`config.mk`:
```
export PLATFORM = sky130hd
export DESIGN_NAME = stun_endpoint_attribute_parser_flat
export DESIGN_NICKNAME = d
export VERILOG_FILES = /design/src/design/sepa_pkg.sv /design/src/design/sepa_if.sv /design/src/design/sepa_in_stage.sv /design/src/design/sepa_core.sv /design/src/design/sepa_out_stage.sv /design/src/design/stun_endpoint_attribute_parser.sv /design/src/flat_wrapper.sv
export SDC_FILE = /design/constraint.sdc
export NUM_CORES = 1
export LEC_CHECK = 0
export ABC_AREA = 1
export BUFFER_PORTS_ARGS = -buffer_cell sky130_fd_sc_hd__buf_4
export CAP_MARGIN = 5
export CORE_ASPECT_RATIO = 0.8
export CORE_MARGIN = 8
export CORE_UTILIZATION = 60
export DETAILED_ROUTE_END_ITERATION = 12
export PLACE_DENSITY_LB_ADDON = 0.08
export SLEW_MARGIN = 40
export SYNTH_ARGS = -nofsm -noshare
export SYNTH_HDL_FRONTEND = slang
export SYNTH_SLANG_ARGS = --single-unit
```
`constraint.sdc`:
```
create_clock -name clock -period 18.2 [get_ports clock]
set_input_delay 0.91 -clock clock [delete_from_list [all_inputs] [get_ports clock]]
set_output_delay 0.91 -clock clock [all_outputs]
set_load 0.02 [all_outputs]
```
`src/design/sepa_pkg.sv`:
```
// Shared types and constants for the STUN endpoint attribute parser.
// Used by the parser core, the input and output stages and the top level.
// No dependencies.
package sepa_pkg;

   localparam int unsigned POS_W = 17;

   localparam logic [POS_W-1:0] POS_MAX      = '1;
   localparam logic [POS_W-1:0] HEADER_BYTES = 17'd20;
   localparam logic [POS_W-1:0] HEADER_LAST  = 17'd19;
   localparam logic [POS_W-1:0] ATTR_HEAD    = 17'd4;

   localparam logic [15:0] BIND_SUCCESS_TYPE = 16'h0101;
   localparam logic [7:0]  FAMILY_V4         = 8'h01;
   localparam logic [7:0]  FAMILY_V6         = 8'h02;
   localparam logic [15:0] V4_LENGTH         = 16'd8;
   localparam logic [15:0] V6_LENGTH         = 16'd20;
   localparam logic [15:0] WANTED_RESET      = 16'h0001;

   typedef enum logic [2:0] {
      ST_FOUND      = 3'd0,
      ST_MISSING    = 3'd1,
      ST_ABSENT     = 3'd2,
      ST_OVERRUN    = 3'd3,
      ST_BAD_LENGTH = 3'd4
   } status_type;

   typedef enum logic [1:0] {
      AF_NONE = 2'd0,
      AF_IPV4 = 2'd1,
      AF_IPV6 = 2'd2
   } family_type;

   typedef struct packed {
      logic [7:0] data_byte;
      logic       is_last;
   } item_type;

   typedef struct packed {
      status_type  status;
      logic [15:0] message_type;
      family_type  address_family;
      logic [15:0] port_number;
      logic [63:0] address_upper;
      logic [63:0] address_lower;
   } result_type;

endpackage

```
`src/design/sepa_if.sv`:
```
// Handshake channels of the STUN endpoint attribute parser: byte input,
// result output and the configuration write port.
// No dependencies.
interface sepa_req_if;
   logic       valid;
   logic       ready;
   logic [7:0] data_byte;
   logic       is_last;

   modport source (output valid, output data_byte, output is_last, input ready);
   modport sink   (input valid, input data_byte, input is_last, output ready);
endinterface

interface sepa_rsp_if;
   logic        valid;
   logic        ready;
   logic [2:0]  status;
   logic [15:0] message_type;
   logic [1:0]  address_family;
   logic [15:0] port_number;
   logic [63:0] address_upper;
   logic [63:0] address_lower;

   modport source (output valid, output status, output message_type,
                   output address_family, output port_number,
                   output address_upper, output address_lower, input ready);
   modport sink   (input valid, input status, input message_type,
                   input address_family, input port_number,
                   input address_upper, input address_lower, output ready);
endinterface

interface sepa_csr_if;
   logic        valid;
   logic        ready;
   logic [15:0] wanted_attribute;

   modport source (output valid, output wanted_attribute, input ready);
   modport sink   (input valid, input wanted_attribute, output ready);
endinterface

```
`src/design/sepa_in_stage.sv`:
```
// Input register of the STUN endpoint attribute parser.
// Depends on sepa_pkg and sepa_req_if.
module sepa_in_stage import sepa_pkg::*; (
   input  logic     clock,
   input  logic     reset,
   sepa_req_if.sink req,
   input  logic     take,
   output logic     item_vld,
   output item_type item
);

   logic     vld_ff, vld_in;
   item_type item_ff, item_in;
   logic     req_fire;

   // The register refills in the same cycle that the core drains it.
   assign req.ready = !vld_ff || take;
   assign req_fire  = req.valid && req.ready;

   always_comb begin
      vld_in  = vld_ff;
      item_in = item_ff;
      if (req_fire) begin
         vld_in            = 1'b1;
         item_in.data_byte = req.data_byte;
         item_in.is_last   = req.is_last;
      end else if (take) begin
         vld_in = 1'b0;
      end
   end

   always_ff @(posedge clock) begin
      if (reset) begin
         vld_ff <= 1'b0;
      end else begin
         vld_ff <= vld_in;
      end
      item_ff <= item_in;
   end

   assign item_vld = vld_ff;
   assign item     = item_ff;

endmodule

```
`src/design/sepa_core.sv`:
```
// Parser core: message position, header fields, attribute walk and capture
// of the wanted attribute, and the result of a message at its last byte.
// Depends on sepa_pkg.
module sepa_core import sepa_pkg::*; (
   input  logic        clock,
   input  logic        reset,
   input  logic        item_vld,
   input  item_type    item,
   input  logic        out_free,
   input  logic [15:0] wanted,
   output logic        take,
   output logic        res_load,
   output result_type  res
);

   typedef enum logic [2:0] {
      PH_HEADER  = 3'd0,
      PH_ATTR    = 3'd1,
      PH_SKIP    = 3'd2,
      PH_CAPTURE = 3'd3,
      PH_DONE    = 3'd4
   } phase_type;

   localparam logic [4:0] POS_TYPE_HI = 5'd0;
   localparam logic [4:0] POS_TYPE_LO = 5'd1;
   localparam logic [4:0] POS_LEN_HI  = 5'd2;
   localparam logic [4:0] POS_LEN_LO  = 5'd3;

   localparam logic [POS_W-1:0] OFF_KIND_HI = 17'd0;
   localparam logic [POS_W-1:0] OFF_KIND_LO = 17'd1;
   localparam logic [POS_W-1:0] OFF_LEN_HI  = 17'd2;
   localparam logic [POS_W-1:0] OFF_LEN_LO  = 17'd3;
   localparam logic [POS_W-1:0] OFF_FAMILY  = 17'd5;
   localparam logic [POS_W-1:0] OFF_PORT_HI = 17'd6;
   localparam logic [POS_W-1:0] OFF_PORT_LO = 17'd7;
   localparam logic [POS_W-1:0] POS_LENGTH_DONE = 17'd3;

   logic [POS_W-1:0] pos_ff, pos_in;
   logic [POS_W-1:0] end_ff, end_in;
   logic [POS_W-1:0] start_ff, start_in;
   logic [15:0]      type_ff, type_in;
   logic [15:0]      kind_ff, kind_in;
   logic [15:0]      len_ff, len_in;
   phase_type        phase_ff, phase_in;
   logic [7:0]       family_ff, family_in;
   logic [15:0]      port_ff, port_in;
   logic [63:0]      addr_ff [2];
   logic [63:0]      addr_in [2];

   logic [7:0]       b;
   logic [POS_W-1:0] off;
   phase_type        cur_phase;
   logic [15:0]      len_full;
   logic [POS_W:0]   next_start;
   logic [POS_W:0]   count;
   logic [POS_W:0]   end_eff;
   logic [POS_W:0]   attr_body;
   logic [POS_W:0]   attr_end;
   logic             clear;

   assign b        = item.data_byte;
   assign off      = pos_ff - start_ff;
   assign take     = item_vld && (!item.is_last || out_free);
   assign res_load = take && item.is_last;
   assign clear    = reset || res_load;

   // State update for one byte.
   always_comb begin
      pos_in     = (pos_ff == POS_MAX) ? pos_ff : pos_ff + 17'd1;
      end_in     = end_ff;
      start_in   = start_ff;
      type_in    = type_ff;
      kind_in    = kind_ff;
      len_in     = len_ff;
      phase_in   = phase_ff;
      family_in  = family_ff;
      port_in    = port_ff;
      addr_in[0] = addr_ff[0];
      addr_in[1] = addr_ff[1];
      cur_phase  = phase_ff;
      len_full   = {len_ff[15:8], b};
      next_start = {1'b0, start_ff} + {1'b0, ATTR_HEAD} + {2'b00, len_full};

      if (pos_ff < HEADER_BYTES) begin
         case (pos_ff[4:0])
            POS_TYPE_HI: type_in = {b, 8'h00};
            POS_TYPE_LO: type_in = {type_ff[15:8], b};
            POS_LEN_HI:  end_in  = HEADER_BYTES + {1'b0, b, 8'h00};
            POS_LEN_LO:  end_in  = end_ff + {9'd0, b};
            default: ;
         endcase
         if (pos_ff == HEADER_LAST) begin
            phase_in = PH_ATTR;
         end
      end else if (pos_ff < end_ff && phase_ff != PH_DONE) begin
         // Reaching the next attribute header ends a skip.
         if (phase_ff == PH_SKIP && pos_ff == start_ff) begin
            cur_phase = PH_ATTR;
            phase_in  = PH_ATTR;
            kind_in   = '0;
            len_in    = '0;
         end
         if (cur_phase == PH_ATTR) begin
            case (off)
               OFF_KIND_HI: kind_in = {b, 8'h00};
               OFF_KIND_LO: kind_in = {kind_ff[15:8], b};
               OFF_LEN_HI:  len_in  = {b, 8'h00};
               OFF_LEN_LO: begin
                  len_in = len_full;
                  if (kind_ff == wanted) begin
                     phase_in = PH_CAPTURE;
                  end else if (next_start + {1'b0, ATTR_HEAD} >= {1'b0, end_ff}) begin
                     phase_in = PH_DONE;
                  end else begin
                     start_in = next_start[POS_W-1:0];
                     phase_in = PH_SKIP;
                  end
               end
               default: ;
            endcase
         end else if (cur_phase == PH_CAPTURE) begin
            case (off)
               OFF_FAMILY:  family_in = b;
               OFF_PORT_HI: port_in   = {b, 8'h00};
               OFF_PORT_LO: port_in   = {port_ff[15:8], b};
               default: begin
                  // Value bytes 4 to 11 fill the first word, 12 to 19 the second,
                  // most significant byte first.
                  if (off[POS_W-1:5] == '0 && off[4:3] == 2'b01) begin
                     addr_in[0][{~off[2:0], 3'b000} +: 8] = b;
                  end else if (off[POS_W-1:5] == '0 && off[4:3] == 2'b10) begin
                     addr_in[1][{~off[2:0], 3'b000} +: 8] = b;
                  end
               end
            endcase
         end
      end
   end

   // Result of the message, from the state after this byte.
   always_comb begin
      count     = {1'b0, pos_ff} + 18'd1;
      end_eff   = count;
      if (pos_ff >= POS_LENGTH_DONE && {1'b0, end_in} < count) begin
         end_eff = {1'b0, end_in};
      end
      attr_body = {1'b0, start_in} + {1'b0, ATTR_HEAD};
      attr_end  = attr_body + {2'b00, len_in};

      res.status         = (type_in == BIND_SUCCESS_TYPE) ? ST_MISSING : ST_ABSENT;
      res.message_type   = type_in;
      res.address_family = AF_NONE;
      res.port_number    = '0;
      res.address_upper  = '0;
      res.address_lower  = '0;

      if (phase_in == PH_CAPTURE && attr_body < end_eff) begin
         if (attr_end > end_eff) begin
            res.status = ST_OVERRUN;
         end else if (family_in == FAMILY_V4) begin
            if (len_in != V4_LENGTH) begin
               res.status = ST_BAD_LENGTH;
            end else begin
               res.status         = ST_FOUND;
               res.address_family = AF_IPV4;
               res.port_number    = port_in;
               res.address_lower  = {32'h0, addr_in[0][63:32]};
            end
         end else if (family_in == FAMILY_V6) begin
            if (len_in != V6_LENGTH) begin
               res.status = ST_BAD_LENGTH;
            end else begin
               res.status         = ST_FOUND;
               res.address_family = AF_IPV6;
               res.port_number    = port_in;
               res.address_upper  = addr_in[0];
               res.address_lower  = addr_in[1];
            end
         end
      end
   end

   always_ff @(posedge clock) begin
      if (clear) begin
         pos_ff    <= '0;
         end_ff    <= '0;
         start_ff  <= HEADER_BYTES;
         type_ff   <= '0;
         kind_ff   <= '0;
         len_ff    <= '0;
         phase_ff  <= PH_HEADER;
         family_ff <= '0;
      end else if (take) begin
         pos_ff    <= pos_in;
         end_ff    <= end_in;
         start_ff  <= start_in;
         type_ff   <= type_in;
         kind_ff   <= kind_in;
         len_ff    <= len_in;
         phase_ff  <= phase_in;
         family_ff <= family_in;
      end
   end

   // Port and address bytes are only reported once every one of them has
   // been written in the current message, so they need no clearing.
   always_ff @(posedge clock) begin
      if (take) begin
         port_ff    <= port_in;
         addr_ff[0] <= addr_in[0];
         addr_ff[1] <= addr_in[1];
      end
   end

endmodule

```
`src/design/sepa_out_stage.sv`:
```
// Result register of the STUN endpoint attribute parser.
// Depends on sepa_pkg and sepa_rsp_if.
module sepa_out_stage import sepa_pkg::*; (
   input  logic       clock,
   input  logic       reset,
   input  logic       load,
   input  result_type res,
   output logic       free,
   sepa_rsp_if.source rsp
);

   logic       vld_ff, vld_in;
   result_type res_ff, res_in;

   assign free = !vld_ff || rsp.ready;

   always_comb begin
      vld_in = vld_ff;
      res_in = res_ff;
      if (load) begin
         vld_in = 1'b1;
         res_in = res;
      end else if (rsp.ready) begin
         vld_in = 1'b0;
      end
   end

   always_ff @(posedge clock) begin
      if (reset) begin
         vld_ff <= 1'b0;
      end else begin
         vld_ff <= vld_in;
      end
      res_ff <= res_in;
   end

   assign rsp.valid          = vld_ff;
   assign rsp.status         = res_ff.status;
   assign rsp.message_type   = res_ff.message_type;
   assign rsp.address_family = res_ff.address_family;
   assign rsp.port_number    = res_ff.port_number;
   assign rsp.address_upper  = res_ff.address_upper;
   assign rsp.address_lower  = res_ff.address_lower;

endmodule

```
`src/design/stun_endpoint_attribute_parser.sv`:
```
// Top level of the STUN endpoint attribute parser.
// Depends on sepa_pkg, the channel interfaces, sepa_in_stage, sepa_core and
// sepa_out_stage.
//
// Usage: a STUN message enters on req one item per byte, in network order,
// with is_last set on the final byte. For every message exactly one item
// leaves on rsp: the status, the message type and, when the wanted
// attribute holds a well-formed IPv4 or IPv6 endpoint, its family, port
// and address. The attribute type to look for is written on csr, which is
// always ready; write it only between messages. After reset it is 1.
// Throughput is one byte per cycle while no last byte waits for the result
// register: each byte goes from the input register through the parser core
// into the state and, on the last byte, into the result register. The
// result register loads when the core takes the last byte from the input
// register. While rsp is stalled, bytes keep flowing; only a further last
// byte waits in the input register until the result register empties.
// Reset clears the message state and the valid flags of both stage
// registers.
module stun_endpoint_attribute_parser import sepa_pkg::*; (
   input logic        clock,
   input logic        reset,
   sepa_req_if.sink   req,
   sepa_rsp_if.source rsp,
   sepa_csr_if.sink   csr
);

   logic        csr_fire;
   logic [15:0] wanted_attr_ff;
   logic        item_vld;
   item_type    item;
   logic        take;
   logic        res_load;
   result_type  res;
   logic        out_free;

   assign csr.ready = 1'b1;
   assign csr_fire  = csr.valid && csr.ready;

   always_ff @(posedge clock) begin
      if (reset) begin
         wanted_attr_ff <= WANTED_RESET;
      end else if (csr_fire) begin
         wanted_attr_ff <= csr.wanted_attribute;
      end
   end

   sepa_in_stage u_in_stage (
      .clock    (clock),
      .reset    (reset),
      .req      (req),
      .take     (take),
      .item_vld (item_vld),
      .item     (item)
   );

   sepa_core u_core (
      .clock    (clock),
      .reset    (reset),
      .item_vld (item_vld),
      .item     (item),
      .out_free (out_free),
      .wanted   (wanted_attr_ff),
      .take     (take),
      .res_load (res_load),
      .res      (res)
   );

   sepa_out_stage u_out_stage (
      .clock (clock),
      .reset (reset),
      .load  (res_load),
      .res   (res),
      .free  (out_free),
      .rsp   (rsp)
   );

   // A result appears only after the core finished a message.
   a_result_from_last: assert property (@(posedge clock) disable iff (reset)
      $rose(rsp.valid) |-> $past(res_load))
      else $error("result appeared without a finished message");

   // A held result is never overwritten by the next message.
   a_no_overwrite: assert property (@(posedge clock) disable iff (reset)
      !out_free |-> !res_load)
      else $error("result register overwritten while stalled");

   a_clean_fail: assert property (@(posedge clock) disable iff (reset)
      (rsp.valid && rsp.status != ST_FOUND) |->
         (rsp.address_family == AF_NONE && rsp.port_number == '0 &&
          rsp.address_upper == '0 && rsp.address_lower == '0))
      else $error("endpoint fields set on a failed lookup");

   a_ipv4_shape: assert property (@(posedge clock) disable iff (reset)
      (rsp.valid && rsp.address_family == AF_IPV4) |->
         (rsp.status == ST_FOUND && rsp.address_upper == '0 &&
          rsp.address_lower[63:32] == '0))
      else $error("IPv4 result with wide address");

endmodule
```
`src/flat_wrapper.sv`:
```
// flat-port wrapper written by rule: the top's interface ports become plain ports
module stun_endpoint_attribute_parser_flat import sepa_pkg::*;
  (clock, reset, req_valid, req_data_byte, req_is_last, req_ready, rsp_valid, rsp_status, rsp_message_type, rsp_address_family, rsp_port_number, rsp_address_upper, rsp_address_lower, rsp_ready, csr_valid, csr_wanted_attribute, csr_ready);
  sepa_req_if req_i ();
  sepa_rsp_if rsp_i ();
  sepa_csr_if csr_i ();
  input logic clock;
  input logic reset;
  input wire logic [$bits(req_i.valid)-1:0] req_valid;
  input wire logic [$bits(req_i.data_byte)-1:0] req_data_byte;
  input wire logic [$bits(req_i.is_last)-1:0] req_is_last;
  output wire logic [$bits(req_i.ready)-1:0] req_ready;
  output wire logic [$bits(rsp_i.valid)-1:0] rsp_valid;
  output wire logic [$bits(rsp_i.status)-1:0] rsp_status;
  output wire logic [$bits(rsp_i.message_type)-1:0] rsp_message_type;
  output wire logic [$bits(rsp_i.address_family)-1:0] rsp_address_family;
  output wire logic [$bits(rsp_i.port_number)-1:0] rsp_port_number;
  output wire logic [$bits(rsp_i.address_upper)-1:0] rsp_address_upper;
  output wire logic [$bits(rsp_i.address_lower)-1:0] rsp_address_lower;
  input wire logic [$bits(rsp_i.ready)-1:0] rsp_ready;
  input wire logic [$bits(csr_i.valid)-1:0] csr_valid;
  input wire logic [$bits(csr_i.wanted_attribute)-1:0] csr_wanted_attribute;
  output wire logic [$bits(csr_i.ready)-1:0] csr_ready;
  assign req_i.valid = req_valid;
  assign req_i.data_byte = req_data_byte;
  assign req_i.is_last = req_is_last;
  assign req_ready = req_i.ready;
  assign rsp_valid = rsp_i.valid;
  assign rsp_status = rsp_i.status;
  assign rsp_message_type = rsp_i.message_type;
  assign rsp_address_family = rsp_i.address_family;
  assign rsp_port_number = rsp_i.port_number;
  assign rsp_address_upper = rsp_i.address_upper;
  assign rsp_address_lower = rsp_i.address_lower;
  assign rsp_i.ready = rsp_ready;
  assign csr_i.valid = csr_valid;
  assign csr_i.wanted_attribute = csr_wanted_attribute;
  assign csr_ready = csr_i.ready;
  stun_endpoint_attribute_parser u_core (.clock(clock), .reset(reset), .req(req_i), .rsp(rsp_i), .csr(csr_i));
endmodule
```
==> run_results.csv <==
group,metric,value,unit
floorplan,die-height,206,µm
timing,finalSetupViolations,0,
clocking,cts_tree,"built",
clocking,cts_resized,0,
timing,fin_setup_tns,0,ns
critical_path,critPathArrivalTime,11.70,ns
power,power,0.00283,W
timing,maxSlewViolCount,0,
floorplan,start_util,60.8,%
timing,min_period_over_period,62.0,%
timing,rsz0062_at_grt,"false",
yosys,avgSynthCellArea,7.97,µm²
yosys,synth_warnings,0,
timing,whs,0.489,ns
cells_and_area,area_growth,13.1,%
placement,placedCellCount,4111,
clocking,cts-root-buf,"clkbuf_16",
yosys,synth_area_leaders,"edfxtp_1 (35%), nand2_1 (9.6%), dfxtp_1 (9.5%)",
timing,min_period,11.28,ns
placement,portBuffers,196,
route,vias_per_cell,5.89,
power,ir_drop,89.7,µV
clocking,htree_levels,2,
critical_path,worstSetupPathType,"reg2reg",
power,p_per_area,92.9,mW/mm²
yosys,synth-seq-cells,446,
route,drc,0,
floorplan,rows,69,
global_routing,grt_max_degree,102,
cells_and_area,n_fill_cell,3583,
route,vias,24700,
yosys,ys_types,59,
yosys,synth_top_area_share,35.4,%
floorplan,die_w,253,µm
job,drv_cap,0,
timing,clock_skew,0.0244,ns
critical_path,cp_slowest_cell,"edfxtp_1",
status,status,"finished, final reports clean",
critical_path,cp_top_family,"simple AND/OR/NAND/NOR gates",
timing,tightest_slew,0.873,ns
cells_and_area,drive_above_1_share,10.6,%
placement,place_area,0.0290,mm²
global_routing,grt_overflow,0,
yosys,netlist_instances,3383,
yosys,synth_edf_count,318,
clocking,cts_sinks,446,
floorplan,ioPinCount,198,
timing,max_freq,88.7,MHz
critical_path,path_buf_inv,8,
clocking,clockBufferDepth,3,
placement,gp_congestion,0.990,
floorplan,core-area,0.0444,mm²
yosys,yosys.area.top_type,"edfxtp_1",
cells_and_area,final_cell_count_no_fill,4194,
clocking,ctsHoldBuffers,0,
critical_path,start_kind,"flip-flop",
yosys,ys_seq_area_share,44.9,%
route,final_antenna_net_count,0,
timing,slew_headroom,41.2,%
critical_path,crit_fanout,72,
cells_and_area,final_area,0.0305,mm²
cells_and_area,final_common_cell,"nand2_1",
critical_path,cp_data_required_time,18.62,ns
clocking,postCtsSetupBuffers,0,
route,drt-total-wl,86700,µm
critical_path,critPathCaptureType,"flip-flop",
placement,dp_hpwl,64200,µm
timing,finalHoldViolCount,0,
global_routing,grt_pass1_wl,131000,µm
clocking,cts.clk_slew.worst_paths,0.06,ns
power,leakage,14.0,nW
route,dr.pass1.iters,8,
critical_path,crit_top_cell,"nand2_1",
global_routing,grtUsageTotal,32.3,%
route,drt-initial-drc-count,3243,
critical_path,cpPeakStageDelay,0.80,ns
yosys,synth_area,0.0270,mm²
clocking,clkLatencyLatePin,0.59,ns
route,wl_per_cell,20.7,µm
cells_and_area,diodes,0,
cells_and_area,final_cell_mix,"nand2_1 (688), inv_1 (567), nor2_1 (318), edfxtp_1 (318), o21ai_0 (272)",
clocking,cts_buffers,45,
global_routing,grt_pass1_vias,23000,
cells_and_area,final_nets,3759,
global_routing,grt_antenna_before_repair,2,
yosys,ys_dominant_reg_cell,"edfxtp_1",
floorplan,die_area,0.0520,mm²
hold_path,hp-class,"in2reg",
yosys,synth_async_sr_flop_share,0,%
==> state kept, by name (all words and copies together) (netlist names) <==
register / count
u_core.u_core.addr_ff: 128
u_core.u_core.end_ff: 17
u_core.u_core.family_ff: 8
u_core.u_core.kind_ff: 16
u_core.u_core.len_ff: 16
u_core.u_core.phase_ff: 3
u_core.u_core.port_ff: 16
u_core.u_core.pos_ff: 17
u_core.u_core.start_ff: 17
u_core.u_core.type_ff: 16
u_core.u_in_stage.item: 9
u_core.u_in_stage.item_vld: 1
u_core.u_out_stage.rsp.address_family: 2
u_core.u_out_stage.rsp.address_lower: 64
u_core.u_out_stage.rsp.address_upper: 64
u_core.u_out_stage.rsp.message_type: 16
u_core.u_out_stage.rsp.port_number: 16
u_core.u_out_stage.rsp.status: 3
u_core.u_out_stage.rsp.valid: 1
u_core.wanted_attr_ff: 16
==> cells in the mapped netlist, types with 9 or more instances <==
cell / number
a211oi_1: 17
a21oi_1: 200
a21oi_2: 9
a31oi_1: 15
buf_2: 16
buf_6: 11
clkbuf_1: 67
dfxtp_1: 128
edfxtp_1: 318
ha_1: 168
inv_1: 569
inv_2: 10
nand2_1: 690
nand3_1: 174
nand4_1: 53
nor2_1: 328
nor2_2: 11
nor3_1: 52
nor4_1: 11
o21a_1: 27
o21ai_0: 278
o21ai_1: 19
o21bai_1: 9
o22ai_1: 22
or2_2: 14
xnor2_1: 17
xor2_1: 51
==> area by class of cell <==
| class | instances | area [µm²] | area share [%] |
|---|---|---|---|
| multi-input combinational | 2252 | 12200 | 40.1 |
| sequential | 446 | 12100 | 39.7 |
| inverter | 585 | 2210 | 7.25 |
| timing repair buffer | 227 | 1760 | 5.78 |
| clock buffer | 55 | 1210 | 3.98 |
| tap | 603 | 754 | 2.47 |
| clock inverter | 26 | 224 | 0.734 |
==> final timing paths <==
check	start	end	slack [ns]	cells after the start
worst max register to register	u_core.u_in_stage.item[3]	u_core.u_out_stage.rsp.address_lower[33]	6.92	58
worst max-delay path	u_core.u_in_stage.item[3]	u_core.u_out_stage.rsp.address_lower[33]	6.92	58
worst min-delay path	reset	u_core.u_in_stage.item_vld	0.49	2
worst min register to register	u_core.wanted_attr_ff[7]	u_core.wanted_attr_ff[7]	0.49	2
==> kinds of logic (layout without fill, tap and decap cells) <==
| group | count (synthesis) | after routing | synth area share (%) |
|---|---|---|---|
| AND/OR/NAND/NOR | 1376 | 1376 | 21.8 |
| buffers and inverters | 687 | 893 | 9.98 |
| AO/OA/AOI/OAI | 633 | 633 | 13.0 |
| flip-flops | 446 | 446 | 44.9 |
| adder cells (fa/ha/maj) | 172 | 172 | 8.09 |
| XOR/XNOR | 68 | 68 | 2.21 |
| other | 1 | 3 | 0.0139 |
==> metrics by stage <==
stage	setup WS, ns	util (%)
after floorplan	9.70	-
after global placement	7.08	65.2
after detailed placement	7.25	65.4
after CTS	7.18	68.6
after global routing	5.91	68.7
final	6.92	68.7
==> worst reg2reg max path, delay by kind of cell (launching register included) <==
kind | cells | cell delay [ns]
AO/OA/AOI/OAI | 10 | 2.27
flip-flops | 1 | 0.80
XOR/XNOR | 2 | 0.28
buffers and inverters | 8 | 1.24
AND/OR/NAND/NOR | 32 | 4.58
adder cells (fa/ha/maj) | 6 | 1.98
==> layer usage <==
layer | global-route usage (%) | up-vias | wire (µm)
li1 | - | 11500 | -
met1 | 47.2 | 11500 | 37300
met2 | 47.5 | 1486 | 35900
met3 | 7.54 | 192 | 11000
met4 | 9.32 | 4 | 2550
met5 | 0 | - | 18
==> power breakdown <==
group / switching (W) / internal [W]
sequential: 0.0000266 / 0.00111
clock: 0.000411 / 0.000509
combinational: 0.000534 / 0.000244
total: 0.000972 / 0.00186
Power figures use the tool's default switching activity.
